===== config.mk =====
export PLATFORM = sky130hd
export DESIGN_NAME = arithmetic_token_scanner
export DESIGN_NICKNAME = d
export VERILOG_FILES = /design/src/rtl/ats_pkg.sv /design/src/rtl/ats_front.sv /design/src/rtl/ats_queue.sv /design/src/rtl/ats_back.sv /design/src/rtl/arithmetic_token_scanner.sv
export SDC_FILE = /design/constraint.sdc
export NUM_CORES = 1
export LEC_CHECK = 0
export BUFFER_PORTS_ARGS = -buffer_cell sky130_fd_sc_hd__buf_4
export CAP_MARGIN = 20
export CELL_PAD_IN_SITES_DETAIL_PLACEMENT = 0
export CELL_PAD_IN_SITES_GLOBAL_PLACEMENT = 1
export CORE_MARGIN = 3
export CORE_UTILIZATION = 53
export DETAILED_ROUTE_END_ITERATION = 10
export PLACE_DENSITY = 0.8
export SLEW_MARGIN = 20
export SYNTH_ARGS = -nofsm -noshare
export SYNTH_HDL_FRONTEND = slang
export SYNTH_HIERARCHICAL = 1
export SYNTH_SLANG_ARGS = --single-unit

===== constraint.sdc =====
create_clock -name clk -period 7.05 [get_ports clk]
set_input_delay 1.0575 -clock clk [delete_from_list [all_inputs] [get_ports clk]]
set_output_delay 1.0575 -clock clk [all_outputs]
set_load 0.05 [all_outputs]

===== src/rtl/ats_pkg.sv =====
`timescale 1ns / 1ps

package ats_pkg;

  localparam int MAX_TOK = 4;
  localparam int QDEPTH  = 4;

  localparam logic [3:0] KIND_VAR    = 4'd0;
  localparam logic [3:0] KIND_REAL   = 4'd1;
  localparam logic [3:0] KIND_COMM   = 4'd2;
  localparam logic [3:0] KIND_OPEN   = 4'd3;
  localparam logic [3:0] KIND_CLOSE  = 4'd4;
  localparam logic [3:0] KIND_ASSIGN = 4'd5;
  localparam logic [3:0] KIND_ADD    = 4'd6;
  localparam logic [3:0] KIND_SUB    = 4'd7;
  localparam logic [3:0] KIND_MUL    = 4'd8;
  localparam logic [3:0] KIND_DIV    = 4'd9;
  localparam logic [3:0] KIND_POW    = 4'd10;

  localparam logic [7:0] CH_NUL    = 8'h00;
  localparam logic [7:0] CH_SPACE  = 8'h20;
  localparam logic [7:0] CH_LPAR   = 8'h28;
  localparam logic [7:0] CH_RPAR   = 8'h29;
  localparam logic [7:0] CH_STAR   = 8'h2A;
  localparam logic [7:0] CH_PLUS   = 8'h2B;
  localparam logic [7:0] CH_MINUS  = 8'h2D;
  localparam logic [7:0] CH_DOT    = 8'h2E;
  localparam logic [7:0] CH_SLASH  = 8'h2F;
  localparam logic [7:0] CH_EQ     = 8'h3D;
  localparam logic [7:0] CH_UPPERE = 8'h45;
  localparam logic [7:0] CH_CARET  = 8'h5E;
  localparam logic [7:0] CH_UNDER  = 8'h5F;

  typedef enum logic [10:0] {
    M_IDLE = 11'b000_0000_0001,
    M_VAR  = 11'b000_0000_0010,
    M_INT  = 11'b000_0000_0100,
    M_DOT  = 11'b000_0000_1000,
    M_FRAC = 11'b000_0001_0000,
    M_EXPE = 11'b000_0010_0000,
    M_EXPM = 11'b000_0100_0000,
    M_EXPD = 11'b000_1000_0000,
    M_SP   = 11'b001_0000_0000,
    M_SPSL = 11'b010_0000_0000,
    M_COMM = 11'b100_0000_0000
  } mode_t;

  typedef struct packed {
    logic [3:0]  kind;
    logic [9:0]  start;
    logic [10:0] len;
  } tok_t;

  typedef struct packed {
    logic [2:0]              cnt;
    tok_t [MAX_TOK-1:0]      tok;
  } bundle_t;

endpackage


===== src/rtl/ats_front.sv =====
`timescale 1ns / 1ps

module ats_front #(
  parameter int MAX_LINE_COLUMNS = 1024
) (
  input  logic             clk,
  input  logic             rst_n,
  input  logic             in_tvalid,
  output logic             in_tready,
  input  logic [7:0]       in_tdata,
  input  logic             in_tlast,
  input  logic             q_full,
  output logic             q_push,
  output ats_pkg::bundle_t q_bundle
);

  localparam int CW = $clog2(MAX_LINE_COLUMNS + 1);
  localparam logic [CW:0] MAXC = (CW + 1)'(MAX_LINE_COLUMNS);

  typedef struct packed {
    ats_pkg::mode_t mode;
    logic [CW-1:0]  start;
    logic [CW-1:0]  marks;
    logic           ev;
    ats_pkg::tok_t  tok;
  } idle_res_t;

  ats_pkg::mode_t mode_r, mode_nxt;
  logic [CW-1:0]  start_r, start_nxt;
  logic [CW-1:0]  marks_r, marks_nxt;
  logic [CW-1:0]  col_r, col_nxt;

  logic                              fire;
  logic [7:0]                        c;
  logic [CW-1:0]                     p, se, sm, ss;
  logic                              do_idle;
  idle_res_t                         ir;
  logic [2:0]                        n;
  ats_pkg::tok_t [ats_pkg::MAX_TOK-1:0] toks;

  function automatic logic [CW-1:0] sat(input logic [CW:0] x);
    return (x < MAXC) ? x[CW-1:0] : CW'(MAX_LINE_COLUMNS - 1);
  endfunction

  function automatic logic is_letter(input logic [7:0] ch);
    return (ch >= 8'h61 && ch <= 8'h7A) || (ch >= 8'h41 && ch <= 8'h5A);
  endfunction

  function automatic logic is_digit(input logic [7:0] ch);
    return ch >= 8'h30 && ch <= 8'h39;
  endfunction

  function automatic ats_pkg::tok_t mk_tok(input logic [3:0] kind,
                                           input logic [CW-1:0] s,
                                           input logic [CW-1:0] e);
    ats_pkg::tok_t t;
    logic [CW-1:0] d;
    d      = (e > s) ? (e - s) : CW'(1);
    t.kind = kind;
    t.start = 10'(s);
    t.len  = 11'(d);
    return t;
  endfunction

  function automatic idle_res_t idle_fn(input logic [7:0] ch, input logic [CW-1:0] pos);
    idle_res_t r;
    r.mode  = ats_pkg::M_IDLE;
    r.start = pos;
    r.marks = pos;
    r.ev    = 1'b0;
    r.tok   = mk_tok(ats_pkg::KIND_VAR, pos, pos + CW'(1));
    if (is_letter(ch)) begin
      r.mode  = ats_pkg::M_VAR;
      r.marks = pos + CW'(1);
    end else if (is_digit(ch)) begin
      r.mode  = ats_pkg::M_INT;
      r.marks = pos + CW'(1);
    end else if (ch == ats_pkg::CH_SPACE) begin
      r.mode = ats_pkg::M_SP;
    end else begin
      r.ev = 1'b1;
      unique case (ch)
        ats_pkg::CH_LPAR:  r.tok.kind = ats_pkg::KIND_OPEN;
        ats_pkg::CH_RPAR:  r.tok.kind = ats_pkg::KIND_CLOSE;
        ats_pkg::CH_EQ:    r.tok.kind = ats_pkg::KIND_ASSIGN;
        ats_pkg::CH_PLUS:  r.tok.kind = ats_pkg::KIND_ADD;
        ats_pkg::CH_MINUS: r.tok.kind = ats_pkg::KIND_SUB;
        ats_pkg::CH_STAR:  r.tok.kind = ats_pkg::KIND_MUL;
        ats_pkg::CH_SLASH: r.tok.kind = ats_pkg::KIND_DIV;
        ats_pkg::CH_CARET: r.tok.kind = ats_pkg::KIND_POW;
        default:           r.ev = 1'b0;
      endcase
    end
    return r;
  endfunction

  assign in_tready = !q_full;
  assign fire      = in_tvalid && in_tready;

  always_comb begin
    mode_nxt  = mode_r;
    start_nxt = start_r;
    marks_nxt = marks_r;
    col_nxt   = col_r;
    n         = 3'd0;
    toks      = '0;
    do_idle   = 1'b0;
    c         = in_tlast ? ats_pkg::CH_NUL : in_tdata;
    p         = sat({1'b0, col_r});
    se        = sat({1'b0, marks_r});
    sm        = sat({1'b0, marks_r} + (CW + 1)'(1));
    ss        = sat({1'b0, start_r} + (CW + 1)'(1));
    ir        = idle_fn(c, p);

    if (in_tlast && mode_r == ats_pkg::M_COMM) begin
      toks[0] = mk_tok(ats_pkg::KIND_COMM, start_r, marks_r);
      n       = 3'd1;
    end else begin
      unique case (mode_r)
        ats_pkg::M_VAR: begin
          if (is_letter(c) || is_digit(c) || c == ats_pkg::CH_UNDER) begin
            marks_nxt = p + CW'(1);
          end else begin
            toks[n[1:0]] = mk_tok(ats_pkg::KIND_VAR, start_r, marks_r);
            n = n + 3'd1;
            do_idle = 1'b1;
          end
        end
        ats_pkg::M_INT: begin
          if (is_digit(c)) begin
            marks_nxt = p + CW'(1);
          end else if (c == ats_pkg::CH_DOT) begin
            mode_nxt = ats_pkg::M_DOT;
          end else begin
            toks[n[1:0]] = mk_tok(ats_pkg::KIND_REAL, start_r, marks_r);
            n = n + 3'd1;
            do_idle = 1'b1;
          end
        end
        ats_pkg::M_DOT: begin
          if (is_digit(c)) begin
            mode_nxt  = ats_pkg::M_FRAC;
            marks_nxt = p + CW'(1);
          end else begin
            toks[n[1:0]] = mk_tok(ats_pkg::KIND_REAL, start_r, marks_r);
            n = n + 3'd1;
            do_idle = 1'b1;
          end
        end
        ats_pkg::M_FRAC, ats_pkg::M_EXPD: begin
          if (is_digit(c)) begin
            marks_nxt = p + CW'(1);
          end else if (mode_r == ats_pkg::M_FRAC && c == ats_pkg::CH_UPPERE) begin
            mode_nxt = ats_pkg::M_EXPE;
          end else begin
            toks[n[1:0]] = mk_tok(ats_pkg::KIND_REAL, start_r, marks_r);
            n = n + 3'd1;
            do_idle = 1'b1;
          end
        end
        ats_pkg::M_EXPE: begin
          if (is_digit(c)) begin
            mode_nxt  = ats_pkg::M_EXPD;
            marks_nxt = p + CW'(1);
          end else if (c == ats_pkg::CH_MINUS) begin
            mode_nxt = ats_pkg::M_EXPM;
          end else begin
            // back up: the E restarts as a variable
            toks[n[1:0]] = mk_tok(ats_pkg::KIND_REAL, start_r, marks_r);
            n = n + 3'd1;
            if (is_letter(c) || is_digit(c) || c == ats_pkg::CH_UNDER) begin
              mode_nxt  = ats_pkg::M_VAR;
              start_nxt = se;
              marks_nxt = p + CW'(1);
            end else begin
              toks[n[1:0]] = mk_tok(ats_pkg::KIND_VAR, se, se + CW'(1));
              n = n + 3'd1;
              do_idle = 1'b1;
            end
          end
        end
        ats_pkg::M_EXPM: begin
          if (is_digit(c)) begin
            mode_nxt  = ats_pkg::M_EXPD;
            marks_nxt = p + CW'(1);
          end else begin
            // back up: E becomes a variable, minus an operator
            toks[n[1:0]] = mk_tok(ats_pkg::KIND_REAL, start_r, marks_r);
            n = n + 3'd1;
            toks[n[1:0]] = mk_tok(ats_pkg::KIND_VAR, se, se + CW'(1));
            n = n + 3'd1;
            toks[n[1:0]] = mk_tok(ats_pkg::KIND_SUB, sm, sm + CW'(1));
            n = n + 3'd1;
            do_idle = 1'b1;
          end
        end
        ats_pkg::M_SP: begin
          if (c == ats_pkg::CH_SLASH) begin
            mode_nxt = ats_pkg::M_SPSL;
          end else begin
            do_idle = 1'b1;
          end
        end
        ats_pkg::M_SPSL: begin
          if (c == ats_pkg::CH_SLASH) begin
            mode_nxt  = ats_pkg::M_COMM;
            marks_nxt = p + CW'(1);
          end else begin
            toks[n[1:0]] = mk_tok(ats_pkg::KIND_DIV, ss, ss + CW'(1));
            n = n + 3'd1;
            do_idle = 1'b1;
          end
        end
        ats_pkg::M_COMM: begin
          marks_nxt = p + CW'(1);
        end
        default: begin
          do_idle = 1'b1;
        end
      endcase
    end

    if (do_idle) begin
      mode_nxt  = ir.mode;
      start_nxt = ir.start;
      marks_nxt = ir.marks;
      if (ir.ev) begin
        toks[n[1:0]] = ir.tok;
        n = n + 3'd1;
      end
    end

    if (in_tlast) begin
      mode_nxt  = ats_pkg::M_IDLE;
      start_nxt = '0;
      marks_nxt = '0;
      col_nxt   = '0;
    end else if ({1'b0, col_r} < MAXC) begin
      col_nxt = col_r + CW'(1);
    end
  end

  assign q_push       = fire && (n != 3'd0);
  assign q_bundle.cnt = n;
  assign q_bundle.tok = toks;

  always_ff @(posedge clk) begin
    if (!rst_n) begin
      mode_r  <= ats_pkg::M_IDLE;
      start_r <= '0;
      marks_r <= '0;
      col_r   <= '0;
    end else if (fire) begin
      mode_r  <= mode_nxt;
      start_r <= start_nxt;
      marks_r <= marks_nxt;
      col_r   <= col_nxt;
    end
  end

endmodule


===== src/rtl/ats_queue.sv =====
`timescale 1ns / 1ps

module ats_queue (
  input  logic             clk,
  input  logic             rst_n,
  input  logic             push,
  input  ats_pkg::bundle_t push_data,
  output logic             full,
  input  logic             pop,
  output logic             head_valid,
  output ats_pkg::bundle_t head_data
);

  localparam int PW = $clog2(ats_pkg::QDEPTH);
  localparam int NW = $clog2(ats_pkg::QDEPTH + 1);

  ats_pkg::bundle_t mem_r [ats_pkg::QDEPTH];
  logic [PW-1:0]    wr_ptr_r, rd_ptr_r;
  logic [NW-1:0]    cnt_r;

  assign full       = cnt_r == NW'(ats_pkg::QDEPTH);
  assign head_valid = cnt_r != '0;
  assign head_data  = mem_r[rd_ptr_r];

  always_ff @(posedge clk) begin
    if (push) begin
      mem_r[wr_ptr_r] <= push_data;
    end
  end

  always_ff @(posedge clk) begin
    if (!rst_n) begin
      wr_ptr_r <= '0;
      rd_ptr_r <= '0;
      cnt_r    <= '0;
    end else begin
      if (push) begin
        wr_ptr_r <= wr_ptr_r + PW'(1);
      end
      if (pop) begin
        rd_ptr_r <= rd_ptr_r + PW'(1);
      end
      if (push && !pop) begin
        cnt_r <= cnt_r + NW'(1);
      end else if (pop && !push) begin
        cnt_r <= cnt_r - NW'(1);
      end
    end
  end

  a_no_overflow: assert property (@(posedge clk) disable iff (!rst_n) full |-> !push)
    else $error("bundle written into full queue");
  a_no_underflow: assert property (@(posedge clk) disable iff (!rst_n) !head_valid |-> !pop)
    else $error("bundle read from empty queue");

endmodule


===== src/rtl/ats_back.sv =====
`timescale 1ns / 1ps

module ats_back (
  input  logic             clk,
  input  logic             rst_n,
  input  logic             head_valid,
  input  ats_pkg::bundle_t head_data,
  output logic             pop,
  output logic             out_tvalid,
  input  logic             out_tready,
  output logic [23:0]      out_tdata,
  output logic [3:0]       out_tuser,
  output logic             out_tlast
);

  logic [1:0]    idx_r;
  logic [1:0]    idx_nxt;
  logic          valid_r;
  logic          last_r;
  ats_pkg::tok_t tok_r;
  logic          load;
  logic          is_last;

  assign load    = head_valid && (!valid_r || out_tready);
  assign is_last = {1'b0, idx_r} == (head_data.cnt - 3'd1);
  assign pop     = load && is_last;
  assign idx_nxt = is_last ? 2'd0 : idx_r + 2'd1;

  always_ff @(posedge clk) begin
    if (!rst_n) begin
      idx_r   <= 2'd0;
      valid_r <= 1'b0;
    end else begin
      if (load) begin
        idx_r <= idx_nxt;
      end
      if (load) begin
        valid_r <= 1'b1;
      end else if (out_tready) begin
        valid_r <= 1'b0;
      end
    end
  end

  always_ff @(posedge clk) begin
    if (load) begin
      tok_r  <= head_data.tok[idx_r];
      last_r <= is_last;
    end
  end

  assign out_tvalid = valid_r;
  assign out_tdata  = {3'b000, tok_r.len, tok_r.start};
  assign out_tuser  = tok_r.kind;
  assign out_tlast  = last_r;

  a_pop_marks_last: assert property (@(posedge clk) disable iff (!rst_n)
    pop |=> out_tvalid && out_tlast)
    else $error("bundle retired without its last beat");
  a_idx_in_bundle: assert property (@(posedge clk) disable iff (!rst_n)
    head_valid |-> ({1'b0, idx_r} < head_data.cnt))
    else $error("token index past bundle count");

endmodule


===== src/rtl/arithmetic_token_scanner.sv =====
// A character's first token is stored in the bundle queue, then in the output register.
// Throughput: 1 character per cycle; tokens leave at 1 per cycle while out_tready is high.
// A character may yield up to 4 tokens; input stalls only while the 4-entry queue is full.
// Reset (rst_n low, synchronous): scanner idle at column 0, queue empty, no output valid.
`timescale 1ns / 1ps

module arithmetic_token_scanner #(
  parameter int MAX_LINE_COLUMNS = 1024
) (
  input  logic        clk,
  input  logic        rst_n,
  input  logic        in_tvalid,
  output logic        in_tready,
  input  logic [7:0]  in_tdata,   // [7:0] char_code
  input  logic        in_tlast,   // end_of_line
  output logic        out_tvalid,
  input  logic        out_tready,
  output logic [23:0] out_tdata,  // [9:0] start_column, [20:10] token_length, [23:21] zero
  output logic [3:0]  out_tuser,  // [3:0] token_kind
  output logic        out_tlast   // last_of_run
);

  logic             q_full;
  logic             q_push;
  ats_pkg::bundle_t q_wdata;
  logic             q_pop;
  logic             q_valid;
  ats_pkg::bundle_t q_head;

  ats_front #(
    .MAX_LINE_COLUMNS(MAX_LINE_COLUMNS)
  ) u_front (
    .clk      (clk),
    .rst_n    (rst_n),
    .in_tvalid(in_tvalid),
    .in_tready(in_tready),
    .in_tdata (in_tdata),
    .in_tlast (in_tlast),
    .q_full   (q_full),
    .q_push   (q_push),
    .q_bundle (q_wdata)
  );

  ats_queue u_queue (
    .clk       (clk),
    .rst_n     (rst_n),
    .push      (q_push),
    .push_data (q_wdata),
    .full      (q_full),
    .pop       (q_pop),
    .head_valid(q_valid),
    .head_data (q_head)
  );

  ats_back u_back (
    .clk       (clk),
    .rst_n     (rst_n),
    .head_valid(q_valid),
    .head_data (q_head),
    .pop       (q_pop),
    .out_tvalid(out_tvalid),
    .out_tready(out_tready),
    .out_tdata (out_tdata),
    .out_tuser (out_tuser),
    .out_tlast (out_tlast)
  );

endmodule


==> results_dict.tcl, run 1 <==
set metrics [dict create \
    fin_setup_tns_ns 0 \
    cts.sinks 493 \
    grt_overflow 0 \
    die_area_sq_um 50000 \
    clk_latency_ns 0.60 \
    ir_drop_mv 0.158 \
    clock-root-buffer "clkbuf_16" \
    grt_pass1_vias 15602 \
    skew_ns 0.0249 \
    wl_per_cell_microns 25.1 \
    clk_path_buf_depth 3 \
    worstHoldPathCells 2 \
    yosysWarningCount 6 \
    ys.flop_type "edfxtp_1" \
    die_h_microns 224 \
    p_int_uw 4640 \
    synthDistinctLibCells 106 \
    io_pins 44 \
    r2r_end "u_queue/mem_r[3][62]$_DFFE_PP_" \
    gp_congestion 0.957 \
    startpoint "in_tlast" \
    period_minus_slack_ns 5.19 \
    p_leak_uw 0.00876 \
    core_sq_um 46700 \
    grt_pass1_wl_mm 96.0 \
    synth_edf_count 438 \
    power_switching_uw 1280 \
    rsz0062_at_grt "no" \
    vias 15943 \
    multi_input_area_sq_um 9900 \
    ant_nets 0 \
    hold_viol_final 0 \
    worst_slew_pin_slew_ns 1.11 \
    routed_wl_mm 62.5 \
    drv_cap 0 \
    seq_power_share_pct 53.6 \
    areaGrowthSynthToFinish_pct 8.30 \
    post_cts_resized 0 \
    holdPathEnd "u_queue/cnt_r[2]$_SDFFE_PN0P_" \
    async_reset_ff_share_pct 0 \
    worstHoldStart "u_queue/cnt_r[2]$_SDFFE_PN0P_" \
    r2r_start "u_front/mode_r[7]$_SDFFE_PN0P_" \
    required_ns 7.31 \
    status "finished clean" \
    rrSetupSlack_ns 1.95 \
    syn_avg_cell_area_sq_um 13.6 \
    critPathMaxFanout 29 \
    seqCellArea_sq_um 14300 \
    nFillCells 3583 \
    finalSetupViolCount 0 \
    place_area_sq_um 25700 \
    cp-end-kind "register" \
    port_buffers 40 \
    initialDrtViolationCount 1869 \
    antenna_cells 0 \
    hold_buffers 0 \
    htree_levels 2 \
    clk_transition_reported_paths_ns 0.06 \
    slew_violations 0 \
    arrival_ns 5.46 \
    power_density_nw_per_um2 218 \
    fin_area_sq_um 27200 \
    switching_share_pct 21.7 \
    initial_core_util_pct 53.7 \
    finalPower_uw 5920 \
    row_count 79 \
    antenna_found_initial 3 \
    fin_nets 1918 \
    start_kind "primary input" \
    finish.utilization_pct 58.2 \
    vias_per_cell 6.42 \
    grt.total_usage_pct 25.2 \
    r2r_cells 9 \
    drive_above_1_share_pct 16.2 \
    maxSlewHeadroom_pct 25.9 \
    fmax_ghz 0.193 \
    die_w_microns 224 \
    ys_seq_area_share_pct 56.8 \
    cts_setup_buffers 0 \
    worstSetupPathType "primary input to register" \
    post-route-period-util_pct 73.6 \
    ys_seq_elements 493 \
    min_path_type "register to register" \
    power_frac_comb_pct 5.4 \
    syn_inst 1846 \
    drt_first_pass_iters 5 \
    drcViolationCount 0 \
    dp_hpwl_mm 42.4 \
    cts_buffers 49 \
    grt_max_degree 104 \
    synth_area_sq_um 25100 \
    p_clk_share_pct 41.0 \
    cts_tree "built" \
]
## synth_stat cells (all sizes together) (12+ instances only)
master | number | share of area, %
o22ai | 18 | 0.45
mux4 | 128 | 12
o211ai | 16 | 0.48
nand3 | 40 | 0.82
xnor2 | 73 | 2.5
and2 | 31 | 0.77
or3 | 21 | 0.52
nor3b | 13 | 0.43
a211oi | 25 | 0.80
nor4 | 15 | 0.40
nor2b | 35 | 0.90
edfxtp | 438 | 52
a31oi | 12 | 0.30
clkbuf | 47 | 0.70
nand2b | 20 | 0.53
inv | 62 | 0.93
o21ai | 82 | 1.7
ha | 57 | 2.8
xor2 | 26 | 0.91
buf | 69 | 2.2
nand4 | 21 | 0.55
mux2i | 21 | 0.84
dfxtp | 55 | 4.4
nand2 | 105 | 1.6
a21oi | 58 | 1.2
nor3 | 40 | 0.94
and3 | 12 | 0.30
nor2 | 145 | 2.2
## through the flow
stage	std cells	setup WS, ns	hold slack (ns)
after global routing	2484	1.40	0.563
after floorplan	1850	0.733	0.467
after global placement	2402	1.50	0.486
after detailed placement	2402	1.34	0.512
final	2484	1.86	0.518
after CTS	2484	1.92	0.520
## power groups by stage
| stage | Sequential, uW | Combinational, uW | Clock, uW |
|---|---|---|---|
| floorplan | 3250 | 220 | 0 |
| global placement | 3230 | 315 | 0 |
| detailed placement | 3230 | 317 | 0 |
| CTS | 3170 | 318 | 2470 |
| global route | 3170 | 342 | 2590 |
| finish | 3170 | 319 | 2430 |
## layout by cell type (no fill, tap or decap), types with 14 or more instances in the layout
cell type / synthesis / routed
edfxtp_1: 438 / 438
nor2_1: 142 / 141
mux4_2: 127 / 127
nand2_1: 105 / 105
xnor2_1: 73 / 73
o21ai_0: 69 / 68
inv_1: 61 / 61
ha_1: 57 / 57
a21oi_1: 57 / 57
buf_4: 15 / 56
dfxtp_1: 55 / 52
clkbuf_16: 0 / 49
nand3_1: 39 / 39
nor3_1: 34 / 34
nor2b_1: 34 / 33
and2_1: 31 / 27
xor2_1: 26 / 26
a211oi_1: 24 / 24
or3_1: 21 / 21
mux2i_1: 21 / 21
nand4_1: 20 / 20
nand2b_1: 19 / 19
o22ai_1: 18 / 18
o211ai_1: 16 / 16
nor4_1: 14 / 14
## worst max path at each step
stage	end
floorplan	u_queue/mem_r[0][0]$_DFFE_PP_
global placement	u_queue/mem_r[0][62]$_DFFE_PP_
detailed placement	u_queue/mem_r[3][62]$_DFFE_PP_
CTS	u_queue/mem_r[3][62]$_DFFE_PP_
global route	u_queue/mem_r[3][61]$_DFFE_PP_
finish	u_queue/mem_r[3][62]$_DFFE_PP_
## flip-flops by register name, summed over array words and instances, names as in the netlist, named ones only
register           cells
u_queue/mem_r        412
u_back/out_tdata      21
u_front/col_r         11
u_front/marks_r       11
u_front/mode_r        11
u_front/start_r       10
u_back/out_tuser       4
u_queue/cnt_r          3
u_back/idx_r           2
u_queue/rd_ptr_r       2
u_queue/wr_ptr_r       2
u_back/out_tlast       1
u_back/out_tvalid      1
## kinds of logic after synthesis
kind of cell               synth area share, %
and+or+nand+nor                           11.2
other                                   0.0300
xor gates and xnor gates                  3.46
AOI/OAI and AO/OA                         9.06
adders and majority gates                 3.00
buffers and inverters                     3.80
muxes                                     12.6
DFF                                       56.8
## final cells by class
type	count	share of cell area, %
well taps	607	2.80
clock inverters	21	0.760
clock buffers	61	4.68
repair buffers	61	1.92
inverters	62	0.857
flip-flops and latches	493	52.5
multi-input cells	1179	36.5
## critical path, cell delays in order
cell and delay (ns):
buf_4 0.23, or4b_4 0.62, nor4_1 0.29, o22ai_1 0.17
nor2_1 0.16, o21a_1 0.14, o21ai_1 0.10, or2_1 0.29
inv_1 0.09, ha_1 0.13, nor2b_1 0.51, nand2_1 0.71
o21ai_0 0.93
## per-layer routing
layer,global-route usage [%],vias up,share of wire [%]
li1,-,7121,-
met2,38.7,695,46
met1,37.4,8014,43
met4,6.75,0,2.5
met3,4.91,113,8.3
met5,0,-,0
Power figures use the tool's default switching activity.
==> inputs of run 2 (changes only) <==
--- a/config.mk
+++ b/config.mk
@@ -10,9 +10,9 @@
 export CELL_PAD_IN_SITES_DETAIL_PLACEMENT = 0
 export CELL_PAD_IN_SITES_GLOBAL_PLACEMENT = 1
 export CORE_MARGIN = 3
-export CORE_UTILIZATION = 53
+export CORE_UTILIZATION = 48
 export DETAILED_ROUTE_END_ITERATION = 10
-export PLACE_DENSITY = 0.8
+export PLACE_DENSITY = 0.76
 export SLEW_MARGIN = 20
 export SYNTH_ARGS = -nofsm -noshare
 export SYNTH_HDL_FRONTEND = slang
==> constraint.sdc (replaced) <==
create_clock -name clk -period 4.3 [get_ports clk]
set_input_delay 0.645 -clock clk [delete_from_list [all_inputs] [get_ports clk]]
set_output_delay 0.645 -clock clk [all_outputs]
set_load 0.05 [all_outputs]
==> run 2 against run 1 <==
Compared with the run above:
- wire length up 2.1%
- clock-buffer cell count down 3
- sequential share of layout area down 2.4 points
- clock skew up 0.0040 ns
- first-iteration DRC count down 33%
- power up 67%
- register-to-register slack worse by 1.7 ns
- critical path type is now register to register
- critical endpoint is now u_queue/mem_r[3][2]$_DFFE_PP_
==> results_dict.tcl, run 2 (synthesis gave the netlist of run 1 again) <==
set metrics [dict create \
    status "finished clean" \
    clock-root-buffer "clkbuf_16" \
    row_count 83 \
    r2r_start "u_front/start_r[6]$_SDFFE_PN0P_" \
    clk_latency_ns 0.60 \
    post-route-period-util_pct 94.2 \
    gp_congestion 0.897 \
    dp.cells 2606 \
    regMostFlops "u_queue/mem_r" \
    hold_viol_final 0 \
    drv_cap 0 \
    cp_common_cell "inv_1" \
    power_frac_comb_pct 5.7 \
    vias 16184 \
    cts_tree "built" \
    worstSetupPathType "register to register" \
    endpoint "u_queue/mem_r[3][2]$_DFFE_PP_" \
    cpMaxStageDelayCell "dfxtp_1" \
    required_ns 4.63 \
    power_density_nw_per_um2 347 \
    layout_commonest_cell "edfxtp_1" \
    initialDrtViolationCount 1257 \
    ant_nets 0 \
    critPathMaxFanout 10 \
    clk_path_buf_depth 3 \
    nFillCells 4208 \
    grt_overflow 0 \
    core_sq_um 51500 \
    finalSetupViolCount 0 \
    drcViolationCount 0 \
    clk_transition_reported_paths_ns 0.06 \
    rrSetupSlack_ns 0.25 \
    power_switching_uw 2140 \
    switching_share_pct 21.7 \
    vias_per_cell 6.01 \
    final_cell_mix "438 x edfxtp_1, 180 x buf_4, 142 x nor2_1" \
    largest_register_ffs 412 \
    slew_violations 0 \
    fin_cells 2693 \
    cp_cell_sequence "inv_1 > nor4_1 > mux2i_1 > a211o_1 > inv_1 > ha_1 > and2_1 > o21ai_0 > nor3_1 > o31a_1 > a21oi_1 > o22ai_1 > buf_4" \
    finish.utilization_pct 55.2 \
    dp_hpwl_mm 45.1 \
    startpoint "u_front/start_r[6]$_SDFFE_PN0P_" \
    grt.total_usage_pct 23.6 \
    die_area_sq_um 55000 \
    die_w_microns 235 \
    grt_pass1_wl_mm 98.2 \
    grt_max_degree 64 \
    port_buffers 40 \
    r2r_cells 13 \
    maxSlewHeadroom_pct 35.6 \
    rsz0062_at_grt "no" \
    min_path_type "primary input to register" \
    antenna_cells 0 \
    p_int_uw 7730 \
    areaGrowthSynthToFinish_pct 13.4 \
    fin_nets 2050 \
    cp-end-kind "register" \
    initial_core_util_pct 48.7 \
    antenna_found_initial 0 \
    arrival_ns 4.38 \
    p_leak_uw 0.00933 \
    cts_buffers 50 \
    wl_per_cell_microns 23.7 \
    start_kind "register" \
    fmax_ghz 0.247 \
    r2r_end "u_queue/mem_r[3][2]$_DFFE_PP_" \
    drt_first_pass_iters 5 \
    crit_family "compound AO/OA/AOI/OAI gates" \
    htree_levels 2 \
    path_buf_inv 3 \
    seq_power_share_pct 52.6 \
    slowest_delay_ns 0.65 \
    ir_drop_mv 0.370 \
    io_pins 44 \
    period_minus_slack_ns 4.05 \
    grt_pass1_vias 16158 \
    worst_slew_pin_slew_ns 0.963 \
    p_clk_share_pct 41.7 \
    drive_above_1_share_pct 22.3 \
    die_h_microns 235 \
    cp.depth 13 \
    cts.sinks 493 \
    fin_setup_tns_ns 0 \
    skew_ns 0.0289 \
    routed_wl_mm 63.8 \
]
## run 2: cell type report
cell class | count | area, sq um | share of cell area [%]
tap | 680 | 851 | 2.99
timing repair buffer | 192 | 1590 | 5.60
clock inverter | 29 | 278 | 0.977
inverter | 62 | 233 | 0.819
multi-input combinational | 1179 | 9930 | 34.9
sequential | 493 | 14300 | 50.2
clock buffer | 58 | 1280 | 4.51
## run 2: power by group through the flow
stage                     Sequential [uW]  Combinational [uW]  Clock (uW)
after floorplan                      5330                 362           0
after global placement               5290                 551           0
after detailed placement             5300                 553           0
after CTS                            5190                 556        4210
after global routing                 5190                 605        4390
final                                5190                 559        4110
## run 2: how the worst min path moves through the flow
stage,start,to,cells past startpoint
2_1_floorplan,u_queue/cnt_r[2]$_SDFFE_PN0P_,u_queue/cnt_r[2]$_SDFFE_PN0P_,2
3_3_place_gp,u_queue/cnt_r[2]$_SDFFE_PN0P_,u_queue/cnt_r[2]$_SDFFE_PN0P_,2
3_5_place_dp,u_queue/cnt_r[2]$_SDFFE_PN0P_,u_queue/cnt_r[2]$_SDFFE_PN0P_,2
4_1_cts,out_tready,u_back/out_tvalid$_SDFFE_PN0P_,3
5_1_grt,out_tready,u_back/out_tvalid$_SDFFE_PN0P_,3
6_report,out_tready,u_back/out_tvalid$_SDFFE_PN0P_,3
## run 2: repair_timing
action	in CTS	in global routing
endpoints found under the setup margin	0	52
hold buffers	0	0
resized for setup	0	8
buffers inserted	0	0
## run 2: worst min-delay path, cell delays in order
cell	delay (ns)
buf_4	0.08
nor2b_1	0.06
o21a_1	0.16
## run 2: stage by stage
step	setup slack (ns)	hold slack [ns]	power, uW	cell area (sq um)
5_1_grt	0.0132	0.391	10200	28400
3_3_place_gp	0.0559	0.514	5850	26800
6_report	0.249	0.395	9870	28400
3_5_place_dp	0.0274	0.518	5850	26800
2_1_floorplan	-0.463	0.467	5690	25100
4_1_cts	0.161	0.364	9960	28400
## run 2: metal layers
metal  track usage [%]  share of wire (%)  up-vias
met2              38.0                 48      537
li1                  -                  -     7388
met3              3.38                6.4      109
met4              6.92                2.8        0
met5                 0                  0        -
met1              33.7                 43     8150
==> inputs of run 3 (changes only) <==
--- a/config.mk
+++ b/config.mk
@@ -5,14 +5,16 @@
 export SDC_FILE = /design/constraint.sdc
 export NUM_CORES = 1
 export LEC_CHECK = 0
+export ABC_AREA = 1
 export BUFFER_PORTS_ARGS = -buffer_cell sky130_fd_sc_hd__buf_4
 export CAP_MARGIN = 20
 export CELL_PAD_IN_SITES_DETAIL_PLACEMENT = 0
 export CELL_PAD_IN_SITES_GLOBAL_PLACEMENT = 1
 export CORE_MARGIN = 3
-export CORE_UTILIZATION = 48
+export CORE_UTILIZATION = 45
 export DETAILED_ROUTE_END_ITERATION = 10
-export PLACE_DENSITY = 0.76
+export PLACE_DENSITY = 0.77
+export RECOVER_POWER = 25
 export SLEW_MARGIN = 20
 export SYNTH_ARGS = -nofsm -noshare
 export SYNTH_HDL_FRONTEND = slang
==> run 3 against run 2 <==
Compared with the run above:
- the flow now finishes with violations (capacitance limit, slew limit)
- flip-flop and latch count unchanged
- cell count increased by 40%
- cell area increased by 2.8%
- non-clock buffer count down 48
- via count grew 31%
- sequential power up 6.6%
- synthesized cell count grew 57%
- synthesized area grew 4.3%
- clock-buffer cell count unchanged
- critical path type unchanged
- largest cell class unchanged
==> results_dict.tcl, run 3 <==
set metrics [dict create \
    status "complete, but fails checks" \
    violations "capacitance limit, slew limit" \
    startpoint "u_front/start_r[0]$_SDFFE_PN0P_" \
    slew_violations 28 \
    syn_inst 2900 \
    nFillCells 5296 \
    yosys.area.top_type_share_pct 50.3 \
    multi_input_area_sq_um 10100 \
    core_sq_um 56900 \
    r2r_cells 19 \
    grt_pass1_vias 19921 \
    final_cell_mix "496 x nor2_1, 441 x nand2_1, 438 x edfxtp_1" \
    setup_ws_ns 0.331 \
    crit_family "simple AND/OR/NAND/NOR gates" \
    dp_hpwl_mm 54.8 \
    met1Wirelength_mm 35.0 \
    cts_setup_buffers 0 \
    drive_above_1_share_pct 9.84 \
    drv_cap 1 \
    hold_viol_final 0 \
    ys.flop_type "edfxtp_1" \
    initialDrtViolationCount 2105 \
    largest_register_ffs 412 \
    cts.sinks 493 \
    clock-root-buffer "clkbuf_16" \
    synth.most_common_cell "nor2_1" \
    clk_transition_reported_paths_ns 0.06 \
    fin_setup_tns_ns 0 \
    finish.utilization_pct 51.4 \
    cp_common_cell "nand2_1" \
    start_kind "register" \
    io_pins 44 \
    path_buf_inv 2 \
    dr_wl_met2_mm 35.7 \
    finalSetupViolCount 0 \
    worst_slew_pin_slew_ns 1.89 \
    cpMaxStageDelayCell "a21oi_1" \
    row_count 87 \
    fmax_ghz 0.252 \
    synthDistinctLibCells 54 \
    rrSetupSlack_ns 0.33 \
    die_h_microns 247 \
    critPathMaxFanout 8 \
    slowest_delay_ns 0.44 \
    min_path_type "register to register" \
    period_minus_slack_ns 3.97 \
    synth_edf_count 438 \
    ir_drop_mv 0.313 \
    grt.total_usage_pct 25.6 \
    fin_area_sq_um 29200 \
    place_area_sq_um 27800 \
    wl_per_cell_microns 20.9 \
    grt_max_degree 203 \
    worstSetupPathType "register to register" \
    ys_seq_elements 493 \
    htree_levels 2 \
    cts_tree "built" \
    cp-end-kind "register" \
    ys_seq_area_share_pct 54.5 \
    cts_buffers 50 \
    power_density_nw_per_um2 437 \
    ys_top_cells_by_area "edfxtp_1 50%, nor2_1 7.1%, nand2_1 6.3%" \
    p_leak_uw 0.0118 \
    arrival_ns 4.31 \
    post-route-period-util_pct 92.3 \
    vias_per_cell 5.62 \
    async_reset_ff_share_pct 0 \
    seqCellArea_sq_um 14300 \
    drt_first_pass_iters 5 \
    layout_commonest_cell "nor2_1" \
    grt_pass1_wl_mm 119 \
    vias 21167 \
    r2r_start "u_front/start_r[0]$_SDFFE_PN0P_" \
    cp_cell_sequence "ha_1 > nand3_2 > nor2_2 > nand2_1 > nand2_1 > nand2_1 > nor2_2 > nand2_1 > inv_1 > ha_1 > xnor2_1 > inv_1 > nor2_1 > nand2_1 > nand2_1 > nand2_2 > a21oi_2 > nand3_1 > a21oi_1" \
    synthTopCellsByCount "498 x nor2_1, 441 x nand2_1, 438 x edfxtp_1" \
    port_buffers 40 \
    syn_avg_cell_area_sq_um 9.02 \
    dp.cells 3672 \
    cp.depth 19 \
    clk_path_buf_depth 3 \
    pre_cts_slack_ns 0.0924 \
    fin_cells 3764 \
    grt_overflow 0 \
    die_w_microns 247 \
    gp_congestion 0.954 \
    maxSlewHeadroom_pct -26.2 \
    rsz0062_at_grt "no" \
    skew_ns 0.0241 \
    antenna_found_initial 1 \
    ant_nets 0 \
    endpoint "u_queue/mem_r[1][6]$_DFFE_PP_" \
    routed_wl_mm 78.6 \
    r2r_end "u_queue/mem_r[1][6]$_DFFE_PP_" \
    die_area_sq_um 61100 \
    antenna_cells 0 \
    regMostFlops "u_queue/mem_r" \
    required_ns 4.64 \
    fin_nets 3040 \
    top_layer_used "met4" \
    areaGrowthSynthToFinish_pct 11.8 \
    synth_area_sq_um 26200 \
    drcViolationCount 0 \
    initial_core_util_pct 45.9 \
    wl_met3_mm 5.68 \
    clk_latency_ns 0.60 \
    yosysTopAreaCell "edfxtp_1" \
    yosysWarningCount 6 \
]
[run 3: area by class of cell]
class,count,area share (%)
inverter,289,3.86
tap,756,3.24
timing repair buffer,144,3.92
sequential,493,48.8
clock inverter,34,1.19
clock buffer,58,4.46
multi-input combinational,1990,34.6
[run 3: cells by family (layout without fill, tap and decap cells)]
kind of cell | after synthesis | after routing | share of synthesized area [%]
buffers and inverters | 421 | 525 | 7.20
XOR/XNOR | 55 | 55 | 1.84
flip-flops | 493 | 493 | 54.5
AND/OR/NAND/NOR | 1239 | 1239 | 20.4
AO/OA/AOI/OAI | 631 | 631 | 13.1
adder cells (fa/ha/maj) | 59 | 59 | 2.88
other | 2 | 6 | 0.0287
[run 3: worst min-delay path by stage]
| stage | from | to | slack, ns | depth (start not counted) |
|---|---|---|---|---|
| floorplan | u_queue/rd_ptr_r[1]$_SDFFE_PN0P_ | register | 0.41 | 1 |
| global placement | u_queue/rd_ptr_r[1]$_SDFFE_PN0P_ | register | 0.41 | 1 |
| detailed placement | u_queue/rd_ptr_r[1]$_SDFFE_PN0P_ | register | 0.44 | 1 |
| CTS | out_tready | u_back/out_tvalid$_SDFFE_PN0P_ | 0.41 | 4 |
| global route | out_tready | u_back/out_tvalid$_SDFFE_PN0P_ | 0.45 | 4 |
| finish | u_queue/rd_ptr_r[1]$_SDFFE_PN0P_ | register | 0.45 | 1 |
[run 3: layer usage]
| layer | track usage [%] | vias up |
|---|---|---|
| met5 | 0 | - |
| met4 | 7.27 | 0 |
| met3 | 4.12 | 124 |
| met2 | 40.6 | 756 |
| met1 | 36.6 | 10186 |
| li1 | - | 10101 |
[run 3: timing repair]
item,in CTS,in global routing
endpoints found under the hold margin,0,0
endpoints found under the setup margin,0,20
hold buffers,0,0
gates resized for setup,0,5
[run 3: report_power, final]
group | internal (uW) | leakage, uW | switching [uW] | total [uW]
logic | 753 | 0.00645 | 2150 | 2900
clock network | 2500 | 0.000807 | 1850 | 4350
registers | 5440 | 0.00455 | 87.7 | 5530
[run 3: metrics by stage]
stage	power [uW]	hold WS, ns
after floorplan	7760	0.412
after global placement	8580	0.413
after detailed placement	8600	0.442
after CTS	12900	0.410
after global routing	13400	0.448
final	12800	0.450
